<file path="src/rtl/core/adp_rc4_pkg.sv">
// ----------------------------------------------------------------------------
// adp_rc4_pkg
// shared types, constants and command codes of the rc4 voice decrypt unit
// ----------------------------------------------------------------------------
package adp_rc4_pkg;

   // keystream store depth (469 .. 512)
   localparam int STREAM_LEN = 469;
   localparam int STREAM_AW  = $clog2(STREAM_LEN);

   localparam int KEY_BYTES        = 13;
   localparam int CW_BYTES         = 11;
   localparam int FRAMES           = 9;
   localparam int BASE_OFFSET      = 267;
   localparam int LDU2_OFFSET      = 101;
   localparam int LAST_FRAME_EXTRA = 2;
   localparam int PERM_DEPTH       = 256;

   // offsets stay below 512 for every frame position
   localparam int OFF_W = 10;

   localparam logic MODE_PREPARE  = 1'b0;
   localparam logic MODE_CODEWORD = 1'b1;
   localparam logic KIND_BYTE     = 1'b0;
   localparam logic KIND_PREPARE  = 1'b1;

   localparam logic [3:0] CSR_ADDR_KEY = 4'h0;

   typedef struct packed {
      logic        mode;
      logic [63:0] message_indicator;
      logic        second_frame_kind;
      logic [7:0]  data_byte;
   } req_type;

   typedef struct packed {
      logic       result_kind;
      logic [7:0] plain_byte;
      logic       codeword_end;
   } rsp_type;

   typedef enum logic [3:0] {
      OP_NONE,
      OP_CW_READ,
      OP_CW_EMIT,
      OP_PREP_EMIT,
      OP_INIT_WR,
      OP_K_RD_I,
      OP_K_RD_J,
      OP_K_WR_I,
      OP_K_WR_J,
      OP_P_RD_I,
      OP_P_RD_J,
      OP_P_WR_I,
      OP_P_WR_J,
      OP_P_RD_K,
      OP_P_WR_S
   } dp_op_type;

   typedef struct packed {
      dp_op_type op;
      logic      load_req;  // latch request payload
      logic      clr;       // restart walk counters
   } cmd_type;

   typedef struct packed {
      logic idx_last_perm;
      logic idx_last_stream;
      logic out_free;
   } status_type;

   // keystream offset of the first byte of a codeword at a frame position
   function automatic logic [OFF_W-1:0] frame_base(input logic [3:0] pos);
      logic [OFF_W-1:0] base;
      base = OFF_W'(BASE_OFFSET) + OFF_W'(CW_BYTES) * OFF_W'(pos);
      if (pos == 4'(FRAMES - 1)) begin
         base = base + OFF_W'(LAST_FRAME_EXTRA);
      end
      return base;
   endfunction

endpackage

</file>
<file path="src/rtl/core/adp_rc4_ctrl.sv">
// ----------------------------------------------------------------------------
// adp_rc4_ctrl
// sequencer for request handling, key schedule and keystream generation
// ----------------------------------------------------------------------------
module adp_rc4_ctrl
   import adp_rc4_pkg::*;
(
   input  logic       clock,
   input  logic       reset,
   input  logic       req_valid,
   input  logic       req_mode,
   output logic       req_ready,
   input  status_type status,
   output cmd_type    cmd
);

   typedef enum logic [3:0] {
      ST_IDLE,
      ST_CW_OUT,
      ST_INIT,
      ST_K_RD_I,
      ST_K_RD_J,
      ST_K_WR_I,
      ST_K_WR_J,
      ST_P_RD_I,
      ST_P_RD_J,
      ST_P_WR_I,
      ST_P_WR_J,
      ST_P_RD_K,
      ST_P_WR_S,
      ST_PREP_OUT
   } state_type;

   state_type state_ff;
   state_type state_in;

   always_comb begin
      state_in     = state_ff;
      cmd.op       = OP_NONE;
      cmd.load_req = 1'b0;
      cmd.clr      = 1'b0;
      case (state_ff)
         ST_IDLE: begin
            if (req_valid) begin
               cmd.load_req = 1'b1;
               if (req_mode == MODE_CODEWORD) begin
                  cmd.op   = OP_CW_READ;
                  state_in = ST_CW_OUT;
               end else begin
                  cmd.clr  = 1'b1;
                  state_in = ST_INIT;
               end
            end
         end
         ST_CW_OUT: begin
            if (status.out_free) begin
               cmd.op   = OP_CW_EMIT;
               state_in = ST_IDLE;
            end
         end
         ST_INIT: begin
            cmd.op = OP_INIT_WR;
            if (status.idx_last_perm) begin
               cmd.clr  = 1'b1;
               state_in = ST_K_RD_I;
            end
         end
         ST_K_RD_I: begin
            cmd.op   = OP_K_RD_I;
            state_in = ST_K_RD_J;
         end
         ST_K_RD_J: begin
            cmd.op   = OP_K_RD_J;
            state_in = ST_K_WR_I;
         end
         ST_K_WR_I: begin
            cmd.op   = OP_K_WR_I;
            state_in = ST_K_WR_J;
         end
         ST_K_WR_J: begin
            cmd.op = OP_K_WR_J;
            if (status.idx_last_perm) begin
               cmd.clr  = 1'b1;
               state_in = ST_P_RD_I;
            end else begin
               state_in = ST_K_RD_I;
            end
         end
         ST_P_RD_I: begin
            cmd.op   = OP_P_RD_I;
            state_in = ST_P_RD_J;
         end
         ST_P_RD_J: begin
            cmd.op   = OP_P_RD_J;
            state_in = ST_P_WR_I;
         end
         ST_P_WR_I: begin
            cmd.op   = OP_P_WR_I;
            state_in = ST_P_WR_J;
         end
         ST_P_WR_J: begin
            cmd.op   = OP_P_WR_J;
            state_in = ST_P_RD_K;
         end
         ST_P_RD_K: begin
            cmd.op   = OP_P_RD_K;
            state_in = ST_P_WR_S;
         end
         ST_P_WR_S: begin
            cmd.op   = OP_P_WR_S;
            state_in = status.idx_last_stream ? ST_PREP_OUT : ST_P_RD_I;
         end
         ST_PREP_OUT: begin
            if (status.out_free) begin
               cmd.op   = OP_PREP_EMIT;
               state_in = ST_IDLE;
            end
         end
         default: begin
            state_in = ST_IDLE;
         end
      endcase
   end

   assign req_ready = (state_ff == ST_IDLE);

   always_ff @(posedge clock) begin
      if (reset) begin
         state_ff <= ST_IDLE;
      end else begin
         state_ff <= state_in;
      end
   end

endmodule

</file>
<file path="config.mk">
export PLATFORM = sky130hd
export DESIGN_NAME = adp_rc4_ctrl
export DESIGN_NICKNAME = d
export VERILOG_FILES = /design/src/rtl/core/adp_rc4_pkg.sv /design/src/rtl/core/adp_rc4_ctrl.sv
export SDC_FILE = /design/constraint.sdc
export NUM_CORES = 1
export LEC_CHECK = 0
export BUFFER_PORTS_ARGS = -buffer_cell sky130_fd_sc_hd__buf_2
export CAP_MARGIN = 20
export CORE_MARGIN = 5
export CORE_UTILIZATION = 25
export DETAILED_ROUTE_END_ITERATION = 8
export GPL_TIMING_DRIVEN = 0
export PLACE_DENSITY_LB_ADDON = 0.15
export SYNTH_ARGS = -nofsm -noshare
export SYNTH_HDL_FRONTEND = slang
export SYNTH_SLANG_ARGS = --single-unit
</file>
<file path="constraint.sdc">
create_clock -name clock -period 2.34 [get_ports clock]
set_clock_uncertainty 0.2 [all_clocks]
set_input_delay 0.468 -clock clock [delete_from_list [all_inputs] [get_ports clock]]
set_output_delay 0.468 -clock clock [all_outputs]
set_load 0.005 [all_outputs]
</file>
==> results of run 1 <==
-- layer usage --
metal	global-route usage	share of wire
met5	0	0
met4	0.0131	0
met3	0.0430	0.071
met2	0.184	0.47
met1	0.129	0.45
-- through the flow --
step | hold slack, ps | area [sq um]
after floorplan | 337 | 432
after global placement | 499 | 518
after detailed placement | 497 | 518
after CTS | 256 | 541
after global routing | 263 | 546
final | 263 | 546
-- kinds of logic after synthesis --
group,Yosys count,synth area share
DFF,4,0.186
buffers and inverters,12,0.122
and+or+nand+nor,25,0.310
AOI/OAI and AO/OA,24,0.362
xor gates and xnor gates,1,0.0203
-- cell type report --
| cell class | instances | area [sq um] | area share |
|---|---|---|---|
| Buffer | 7 | 36.3 | 0.0665 |
| Clock buffer | 3 | 22.5 | 0.0413 |
| Inverter | 4 | 15.0 | 0.0275 |
| Multi-Input combinational cell | 50 | 305 | 0.560 |
| Sequential cell | 4 | 80.1 | 0.147 |
| Tap cell | 17 | 21.3 | 0.0390 |
| Timing Repair Buffer | 13 | 65.1 | 0.119 |
-- cell usage after synthesis --
| cell | instances | area (sq um) |
|---|---|---|
| a21oi_1 | 8 | 40.0 |
| nand2_1 | 7 | 26.3 |
| o21ai_0 | 5 | 25.0 |
| dfxtp_1 | 4 | 80.1 |
| inv_1 | 4 | 15.0 |
| nand2b_1 | 4 | 25.0 |
| buf_2 | 3 | 15.0 |
| clkbuf_1 | 3 | 11.3 |
| nor3_1 | 3 | 15.0 |
| a211oi_1 | 2 | 15.0 |
| nand3_1 | 2 | 10.0 |
| nand4_1 | 2 | 12.5 |
| nor2_1 | 2 | 7.51 |
| nor4_1 | 2 | 12.5 |
| o22ai_1 | 2 | 12.5 |
| or3b_1 | 2 | 17.5 |
| a211o_1 | 1 | 8.76 |
| a22o_1 | 1 | 8.76 |
| a311oi_1 | 1 | 8.76 |
| a311oi_2 | 1 | 15.0 |
| a31oi_1 | 1 | 6.26 |
| buf_1 | 1 | 3.75 |
| buf_4 | 1 | 7.51 |
| o2111ai_1 | 1 | 8.76 |
| o21bai_1 | 1 | 7.51 |
| or4_1 | 1 | 7.51 |
| xnor2_1 | 1 | 8.76 |
-- how the worst max path moves through the flow --
stage | endpoint | depth (start not counted) | startpoint | slack [ps]
floorplan | cmd[2] | 5 | state_ff[3]$_SDFFE_PP0P_ | 490
global placement | cmd[0] | 5 | state_ff[1]$_SDFFE_PP0P_ | 260
detailed placement | cmd[0] | 5 | state_ff[1]$_SDFFE_PP0P_ | 300
CTS | cmd[0] | 5 | state_ff[1]$_SDFFE_PP0P_ | 30
global route | cmd[2] | 5 | state_ff[3]$_SDFFE_PP0P_ | 30
finish | cmd[2] | 5 | state_ff[3]$_SDFFE_PP0P_ | 150
-- power groups by stage --
stage	Combinational, mW	Clock [mW]	Sequential, mW
6_report	0.127	0.0833	0.0840
5_1_grt	0.142	0.0969	0.0854
4_1_cts	0.131	0.0886	0.0780
3_5_place_dp	0.130	0	0.0791
3_3_place_gp	0.131	0	0.0789
2_1_floorplan	0.0872	0	0.0781
-- cells in the final DEF, fill, tap and decap left out, types with 2 or more instances in the layout --
cell,instances
clkbuf_4,3
or3b_1,2
clkbuf_2,2
nor2_1,2
nand2b_1,4
inv_1,4
nand2_1,7
dfxtp_1,4
nand4_1,2
a211oi_1,2
o22ai_1,2
buf_2,16
nand3_1,2
a21oi_1,8
nor3_1,3
o21ai_0,5
-- what timing repair did --
item,in CTS,in global routing
buffers inserted,0,0
hold buffers,0,0
gates resized for setup,0,4
setup endpoints to repair,0,4
==> results.sh, run 1 <==
export IMPL_worst_path_most_repeated_cell="buf_2"
export IMPL_drt_iter0_drc=12
export IMPL_combPwrFrac=0.431
export IMPL_drt_pass1_iter_count=4
export IMPL_h_tree_depth=1
export IMPL_status="completed"
export IMPL_dp_cells=96
export IMPL_yosysWarnings=0
export IMPL_cts_clk_slew_worst_paths_ps=30
export IMPL_fp_row_count=15
export IMPL_fmax_ghz=0.457
export IMPL_layout_min_cycle_time_ps=2190
export IMPL_slew_limit_headroom=0.745
export IMPL_yosysSeqAreaShare=0.186
export IMPL_synthesis_area_sq_um=432
export IMPL_fin_crit_sh=0.935
export IMPL_finalHoldViolCount=0
export IMPL_crit_path_max_fanout=10
export IMPL_worstSetupPathType="reg -> out"
export IMPL_peakVddDrop_mv=0.258
export IMPL_die_area_sq_mm=0.00266
export IMPL_worstMarginPinSlew_ps=382
export IMPL_synth_seq_cells=4
export IMPL_clockBufferDepth=2
export IMPL_seq_power_share=0.286
export IMPL_grt_max_degree=11
export IMPL_swShare=0.360
export IMPL_critical_path_max_stage_delay_ps=310
export IMPL_fp_coreArea_sq_mm=0.00169
export IMPL_synth_cell_type_count=27
export IMPL_worstHoldStart="reset"
export IMPL_grt_pass1_vias=525
export IMPL_crit_family="buffers and inverters"
export IMPL_reg_top3="state_ff x4"
export IMPL_cp_end_kind="primary output"
export IMPL_syn_area_per_cell_sq_um=6.54
export IMPL_arrival_ps=1520
export IMPL_p_leak_nw=0.225
export IMPL_fin_setup_tns_ps=0
export IMPL_die_w_microns=51.6
export IMPL_rr_startpoint="state_ff[0]$_SDFFE_PP0P_"
export IMPL_hp_class="in -> reg"
export IMPL_numCtsBuffers=3
export IMPL_fin_util=0.323
export IMPL_clk_latency_ps=230
export IMPL_wire_per_inst_microns=13.4
export IMPL_power_uw=294
export IMPL_overflow=0
export IMPL_min_to="state_ff[3]$_SDFFE_PP0P_"
export IMPL_fp_dieH_microns=51.6
export IMPL_reg2reg_depth=4
export IMPL_worst_setup_path_start_kind="flop"
export IMPL_grt_pass1_wl_microns=2200
export IMPL_clkPwrFrac=0.283
export IMPL_max_cap_viol_count=0
export IMPL_timing_final_ws_setup_ps=151
export IMPL_reg2reg_to="state_ff[1]$_SDFFE_PP0P_"
export IMPL_viasPerCell=5.45
export IMPL_gp_congestion=0.835
export IMPL_path_cells="clkbuf_1, buf_2, a31oi_1, a22o_1, buf_2"
export IMPL_n_antenna_cell=0
export IMPL_antenna_found_initial=0
export IMPL_final_max_slew_viol_count=0
export IMPL_drtAntennaViolNets=0
export IMPL_grtUsageTotal=0.107
export IMPL_clock_sinks=4
export IMPL_drc_errors=0
export IMPL_hold_depth=2
export IMPL_p_int_uw=188
export IMPL_nFillCells=192
export IMPL_syn_inst=66
export IMPL_finalWirelength_microns=1310
export IMPL_p_sw_uw=106
export IMPL_largest_register="state_ff"
export IMPL_place_ws_ps=300
export IMPL_vias=534
export IMPL_syn_to_final_growth_pct=26.4
export IMPL_final_cell_count_no_fill=98
export IMPL_cp_num_buf_inv=3
export IMPL_cts_root_buf="clkbuf_4"
export IMPL_finalSetupViolations=0
export IMPL_drive_gt1_frac=0.296
export IMPL_timing_reg2reg_setup_slack_ps=730
export IMPL_initial_utilization=0.256
export IMPL_ios=14
export IMPL_port_buffers=13
export IMPL_rsz0062_at_grt="false"
export IMPL_nNetsFinal=90
export IMPL_syn_num_nets=73
export IMPL_largest_reg_flops=4
export IMPL_p_per_area_mw_per_mm2=539
export IMPL_crit_slowest_cell="clkbuf_1"
export IMPL_cts_tree="done"
export IMPL_worstPathRequired_ps=1670
export IMPL_detailed_place_hpwl_microns=968
No activity file was read; power rests on OpenSTA's default activity.
==> run 2: changes to the inputs <==
--- a/config.mk
+++ b/config.mk
@@ -7,7 +7,7 @@
 export LEC_CHECK = 0
 export BUFFER_PORTS_ARGS = -buffer_cell sky130_fd_sc_hd__buf_2
 export CAP_MARGIN = 20
-export CORE_MARGIN = 5
+export CORE_MARGIN = 4
 export CORE_UTILIZATION = 25
 export DETAILED_ROUTE_END_ITERATION = 8
 export GPL_TIMING_DRIVEN = 0
==> run 2 against run 1 <==
Effect of this change:
- register-to-register slack improved by 40 ps
- via count decreased by 4.3%
- critical path depth increased by 1
- flip-flop and latch count unchanged
- worst setup slack improved by 31 ps
- clock-buffer cell count unchanged
- critical path type unchanged
- critical endpoint unchanged
- largest power group unchanged
==> results.sh, run 2 (same netlist as run 1, synthesis figures left out) <==
export IMPL_fin_setup_tns_ps=0
export IMPL_crit_slowest_cell="nor4_1"
export IMPL_grt_pass1_vias=485
export IMPL_cts_root_buf="clkbuf_4"
export IMPL_final_cell_count_no_fill=96
export IMPL_arrival_ps=1490
export IMPL_clk_latency_ps=230
export IMPL_largest_register="state_ff"
export IMPL_drtAntennaViolNets=0
export IMPL_finalWirelength_microns=1280
export IMPL_port_buffers=13
export IMPL_final_cell_mix="buf_2 (16), a21oi_1 (8), nand2_1 (7)"
export IMPL_fin_crit_sh=0.922
export IMPL_min_to="state_ff[0]$_SDFFE_PP0P_"
export IMPL_timing_reg2reg_setup_slack_ps=770
export IMPL_crit_path_max_fanout=10
export IMPL_antenna_found_initial=0
export IMPL_combPwrFrac=0.425
export IMPL_p_per_area_mw_per_mm2=545
export IMPL_clock_sinks=4
export IMPL_finalSetupViolations=0
export IMPL_swShare=0.358
export IMPL_worstHoldStart="reset"
export IMPL_critical_path_max_stage_delay_ps=340
export IMPL_worst_setup_path_start_kind="flop"
export IMPL_drt_pass1_iter_count=4
export IMPL_p_leak_nw=0.222
export IMPL_rr_startpoint="state_ff[0]$_SDFFE_PP0P_"
export IMPL_grt_max_degree=11
export IMPL_detailed_place_hpwl_microns=924
export IMPL_reg2reg_to="state_ff[1]$_SDFFE_PP0P_"
export IMPL_finalHoldViolCount=0
export IMPL_cp_end_kind="primary output"
export IMPL_numCtsBuffers=3
export IMPL_crit_family="simple AND/OR/NAND/NOR gates"
export IMPL_reg_top3="state_ff x4"
export IMPL_p_sw_uw=104
export IMPL_dp_cells=95
export IMPL_fmax_ghz=0.463
export IMPL_nNetsFinal=89
export IMPL_grtUsageTotal=0.120
export IMPL_reg2reg_depth=4
export IMPL_die_area_sq_mm=0.00246
export IMPL_n_antenna_cell=0
export IMPL_status="completed"
export IMPL_hp_class="in -> reg"
export IMPL_fin_util=0.339
export IMPL_slew_limit_headroom=0.776
export IMPL_fp_row_count=14
export IMPL_peakVddDrop_mv=0.362
export IMPL_cts_clk_slew_worst_paths_ps=40
export IMPL_clockBufferDepth=2
export IMPL_worst_path_most_repeated_cell="buf_2"
export IMPL_vias=511
export IMPL_clkPwrFrac=0.289
export IMPL_h_tree_depth=1
export IMPL_viasPerCell=5.32
export IMPL_hold_depth=2
export IMPL_hold_buffers=0
export IMPL_nFillCells=197
export IMPL_post_cts_buffers=0
export IMPL_drt_iter0_drc=13
export IMPL_cts_tree="done"
export IMPL_path_cells="buf_2, nor4_1, nand2_1, inv_1, a22o_1, buf_2"
export IMPL_worstMarginPinSlew_ps=336
export IMPL_overflow=0
export IMPL_layout_min_cycle_time_ps=2160
export IMPL_fp_dieH_microns=49.6
export IMPL_wire_per_inst_microns=13.4
export IMPL_die_w_microns=49.6
export IMPL_gp_congestion=0.766
export IMPL_drc_errors=0
export IMPL_largest_reg_flops=4
export IMPL_grt_pass1_wl_microns=2310
export IMPL_syn_to_final_growth_pct=23.8
export IMPL_rsz0062_at_grt="false"
export IMPL_worstPathRequired_ps=1670
export IMPL_seq_power_share=0.286
export IMPL_max_cap_viol_count=0
export IMPL_worstSetupPathType="reg -> out"
export IMPL_final_common_cell="buf_2"
export IMPL_cp_num_buf_inv=3
export IMPL_initial_utilization=0.274
export IMPL_drive_gt1_frac=0.288
export IMPL_ios=14
export IMPL_final_max_slew_viol_count=0
export IMPL_p_int_uw=187
export IMPL_fp_coreArea_sq_mm=0.00158
export IMPL_cts_resized=0
run 2: worst max-delay path by stage:
stage                                   startpoint      to  slack (ps)  cells after the start
after floorplan           state_ff[3]$_SDFFE_PP0P_  cmd[2]         490                      5
after global placement    state_ff[1]$_SDFFE_PP0P_  cmd[0]         260                      5
after detailed placement  state_ff[1]$_SDFFE_PP0P_  cmd[0]         290                      5
after CTS                 state_ff[1]$_SDFFE_PP0P_  cmd[0]          30                      5
after global routing      state_ff[1]$_SDFFE_PP0P_  cmd[2]          20                      6
final                     state_ff[1]$_SDFFE_PP0P_  cmd[2]         180                      6
run 2: worst reg2reg max path, delay by kind of cell, from the launching register on:
kind            cells  cell delay (ps)
compound gates      3              470
flops               1              400
simple gates        1              420
run 2: final cells by class:
type | instances | area, sq um | area share
sequential | 4 | 80.1 | 0.150
inverter | 4 | 15.0 | 0.0281
timing repair buffer | 13 | 65.1 | 0.122
buffer | 6 | 32.5 | 0.0609
clock buffer | 3 | 22.5 | 0.0422
multi-input combinational | 50 | 299 | 0.560
tap | 16 | 20.0 | 0.0375
run 2: through the flow:
stage               hold slack [ps]  setup slack [ps]  cell area [sq um]  total power [mW]
floorplan                       337               488                432             0.165
global placement                488               259                517             0.209
detailed placement              492               285                517             0.207
CTS                             239              25.7                539             0.296
global route                    240              19.5                534             0.321
finish                          250               182                534             0.291
run 2: per-layer routing:
metal,GRT usage,routed length (microns),vias to the layer above
li1,-,-,276
met4,0.0276,0,0
met2,0.143,532,17
met5,0,0,-
met1,0.180,651,218
met3,0.0633,98,0
run 2: power by group through the flow:
stage	Combinational, mW	Clock, mW	Sequential [mW]
after floorplan	0.0872	0	0.0781
after global placement	0.130	0	0.0787
after detailed placement	0.129	0	0.0789
after CTS	0.129	0.0891	0.0779
after global routing	0.140	0.0952	0.0854
final	0.124	0.0841	0.0831
==> run 3: changes to the inputs <==
--- a/config.mk
+++ b/config.mk
@@ -11,7 +11,8 @@
 export CORE_UTILIZATION = 25
 export DETAILED_ROUTE_END_ITERATION = 8
 export GPL_TIMING_DRIVEN = 0
-export PLACE_DENSITY_LB_ADDON = 0.15
+export MAX_ROUTING_LAYER = met4
+export PLACE_DENSITY = 0.46
 export SYNTH_ARGS = -nofsm -noshare
 export SYNTH_HDL_FRONTEND = slang
 export SYNTH_SLANG_ARGS = --single-unit
==> run 3 against run 2 <==
Effect of this change:
- highest routed layer unchanged
- worst hold slack improved by 6.7 ps
- largest power group unchanged
- non-clock buffer count increased by 1
- global-route usage decreased by 0.52 points
- flip-flop and latch count unchanged
- design area increased by 1.9%
- final cell count increased by 1.0%
==> results.sh, run 3 (same netlist as run 1, synthesis figures left out) <==
export IMPL_nNetsFinal=90
export IMPL_gp_congestion=0.810
export IMPL_clockBufferDepth=2
export IMPL_vias=521
export IMPL_max_cap_viol_count=0
export IMPL_dpl_instance_area_sq_um=517
export IMPL_largest_reg_flops=4
export IMPL_syn_to_final_growth_pct=26.1
export IMPL_arrival_ps=1530
export IMPL_antenna_found_initial=0
export IMPL_clock_sinks=4
export IMPL_detailed_place_hpwl_microns=931
export IMPL_port_buffers=13
export IMPL_die_area_sq_mm=0.00246
export IMPL_hp_class="in -> reg"
export IMPL_post_cts_buffers=0
export IMPL_viasPerCell=5.37
export IMPL_timing_final_ws_setup_ps=138
export IMPL_reg2reg_to="state_ff[1]$_SDFFE_PP0P_"
export IMPL_grtUsageTotal=0.115
export IMPL_rr_startpoint="state_ff[0]$_SDFFE_PP0P_"
export IMPL_finalHoldViolCount=0
export IMPL_hold_slack_ps=257
export IMPL_postLayoutCellArea_sq_um=544
export IMPL_grt_pass1_vias=471
export IMPL_cts_clk_slew_worst_paths_ps=30
export IMPL_final_cell_mix="buf_2 (16), a21oi_1 (8), nand2_1 (7)"
export IMPL_clk_latency_ps=230
export IMPL_h_tree_depth=1
export IMPL_final_max_slew_viol_count=0
export IMPL_wire_per_inst_microns=12.9
export IMPL_n_antenna_cell=0
export IMPL_fp_dieH_microns=49.6
export IMPL_worstPathRequired_ps=1670
export IMPL_slew_limit_headroom=0.754
export IMPL_worstSetupPathType="reg -> out"
export IMPL_worstMarginPinSlew_ps=369
export IMPL_hold_buffers=0
export IMPL_p_sw_uw=103
export IMPL_fp_row_count=14
export IMPL_fmax_ghz=0.454
export IMPL_cts_resized=0
export IMPL_status="completed"
export IMPL_final_common_cell="buf_2"
export IMPL_p_leak_nw=0.225
export IMPL_combPwrFrac=0.430
export IMPL_p_per_area_mw_per_mm2=535
export IMPL_numCtsBuffers=3
export IMPL_die_w_microns=49.6
export IMPL_cp_end_kind="primary output"
export IMPL_grt_max_degree=11
export IMPL_swShare=0.354
export IMPL_cts_tree="done"
export IMPL_worst_setup_path_start_kind="flop"
export IMPL_p_int_uw=188
export IMPL_rsz0062_at_grt="false"
export IMPL_overflow=0
export IMPL_initial_utilization=0.274
export IMPL_finalWirelength_microns=1250
export IMPL_timing_reg2reg_setup_slack_ps=750
export IMPL_crit_path_max_fanout=10
export IMPL_reg2reg_depth=4
export IMPL_cts_root_buf="clkbuf_4"
export IMPL_drtAntennaViolNets=0
export IMPL_hold_depth=2
export IMPL_worstHoldStart="reset"
export IMPL_seq_power_share=0.287
export IMPL_largest_register="state_ff"
export IMPL_ios=14
export IMPL_fin_crit_sh=0.941
export IMPL_drive_gt1_frac=0.296
export IMPL_drc_errors=0
export IMPL_drt_iter0_drc=9
export IMPL_fin_setup_tns_ps=0
export IMPL_drt_pass1_iter_count=4
export IMPL_fp_coreArea_sq_mm=0.00158
export IMPL_layout_min_cycle_time_ps=2200
export IMPL_clkPwrFrac=0.283
export IMPL_peakVddDrop_mv=0.262
export IMPL_finalSetupViolations=0
export IMPL_reg_top3="state_ff x4"
export IMPL_grt_pass1_wl_microns=2110
export IMPL_place_ws_ps=292
export IMPL_min_to="state_ff[3]$_SDFFE_PP0P_"
## run 3: worst max-delay path by stage
stage	from	endpoint	slack, ps	cells after the start
after floorplan	state_ff[3]$_SDFFE_PP0P_	cmd[2]	490	5
after global placement	state_ff[1]$_SDFFE_PP0P_	cmd[0]	280	5
after detailed placement	state_ff[1]$_SDFFE_PP0P_	cmd[0]	290	5
after CTS	state_ff[1]$_SDFFE_PP0P_	cmd[0]	30	5
after global routing	state_ff[3]$_SDFFE_PP0P_	cmd[2]	9	5
final	state_ff[3]$_SDFFE_PP0P_	cmd[2]	140	5
## run 3: power by group through the flow
| stage | clock network, mW | logic, mW | registers, mW |
|---|---|---|---|
| floorplan | 0 | 0.0872 | 0.0781 |
| global placement | 0 | 0.131 | 0.0788 |
| detailed placement | 0 | 0.128 | 0.0790 |
| CTS | 0.0881 | 0.129 | 0.0781 |
| global route | 0.0959 | 0.145 | 0.0853 |
| finish | 0.0824 | 0.125 | 0.0836 |
## run 3: worst max-delay path, stage by stage (launching register included)
cell      delay, ps
dfxtp_1         290
clkbuf_1        300
buf_2           300
a31oi_1         110
a22o_1          180
buf_2           120
## run 3: metal layers
metal | routed length [microns] | GRT usage | vias to the layer above
li1 | - | - | 274
met1 | 621 | 0.133 | 226
met2 | 544 | 0.178 | 21
met3 | 87 | 0.0542 | 0
met4 | 0 | 0.0276 | 0
met5 | 0 | - | -
## run 3: area by class of cell
cell class / instances / area (sq um)
timing repair buffer: 13 / 65.1
sequential: 4 / 80.1
buffer: 7 / 36.3
multi-input combinational: 50 / 305
fill: 182 / 1030
tap: 16 / 20.0
clock buffer: 3 / 22.5
inverter: 4 / 15.0
## run 3: stage by stage
| stage | util | std cells | total power [mW] |
|---|---|---|---|
| 2_1_floorplan | - | 66 | 0.165 |
| 3_3_place_gp | 0.328 | 95 | 0.210 |
| 3_5_place_dp | 0.328 | 95 | 0.207 |
| 4_1_cts | 0.342 | 98 | 0.295 |
| 5_1_grt | 0.345 | 97 | 0.326 |
| 6_report | 0.345 | 97 | 0.291 |
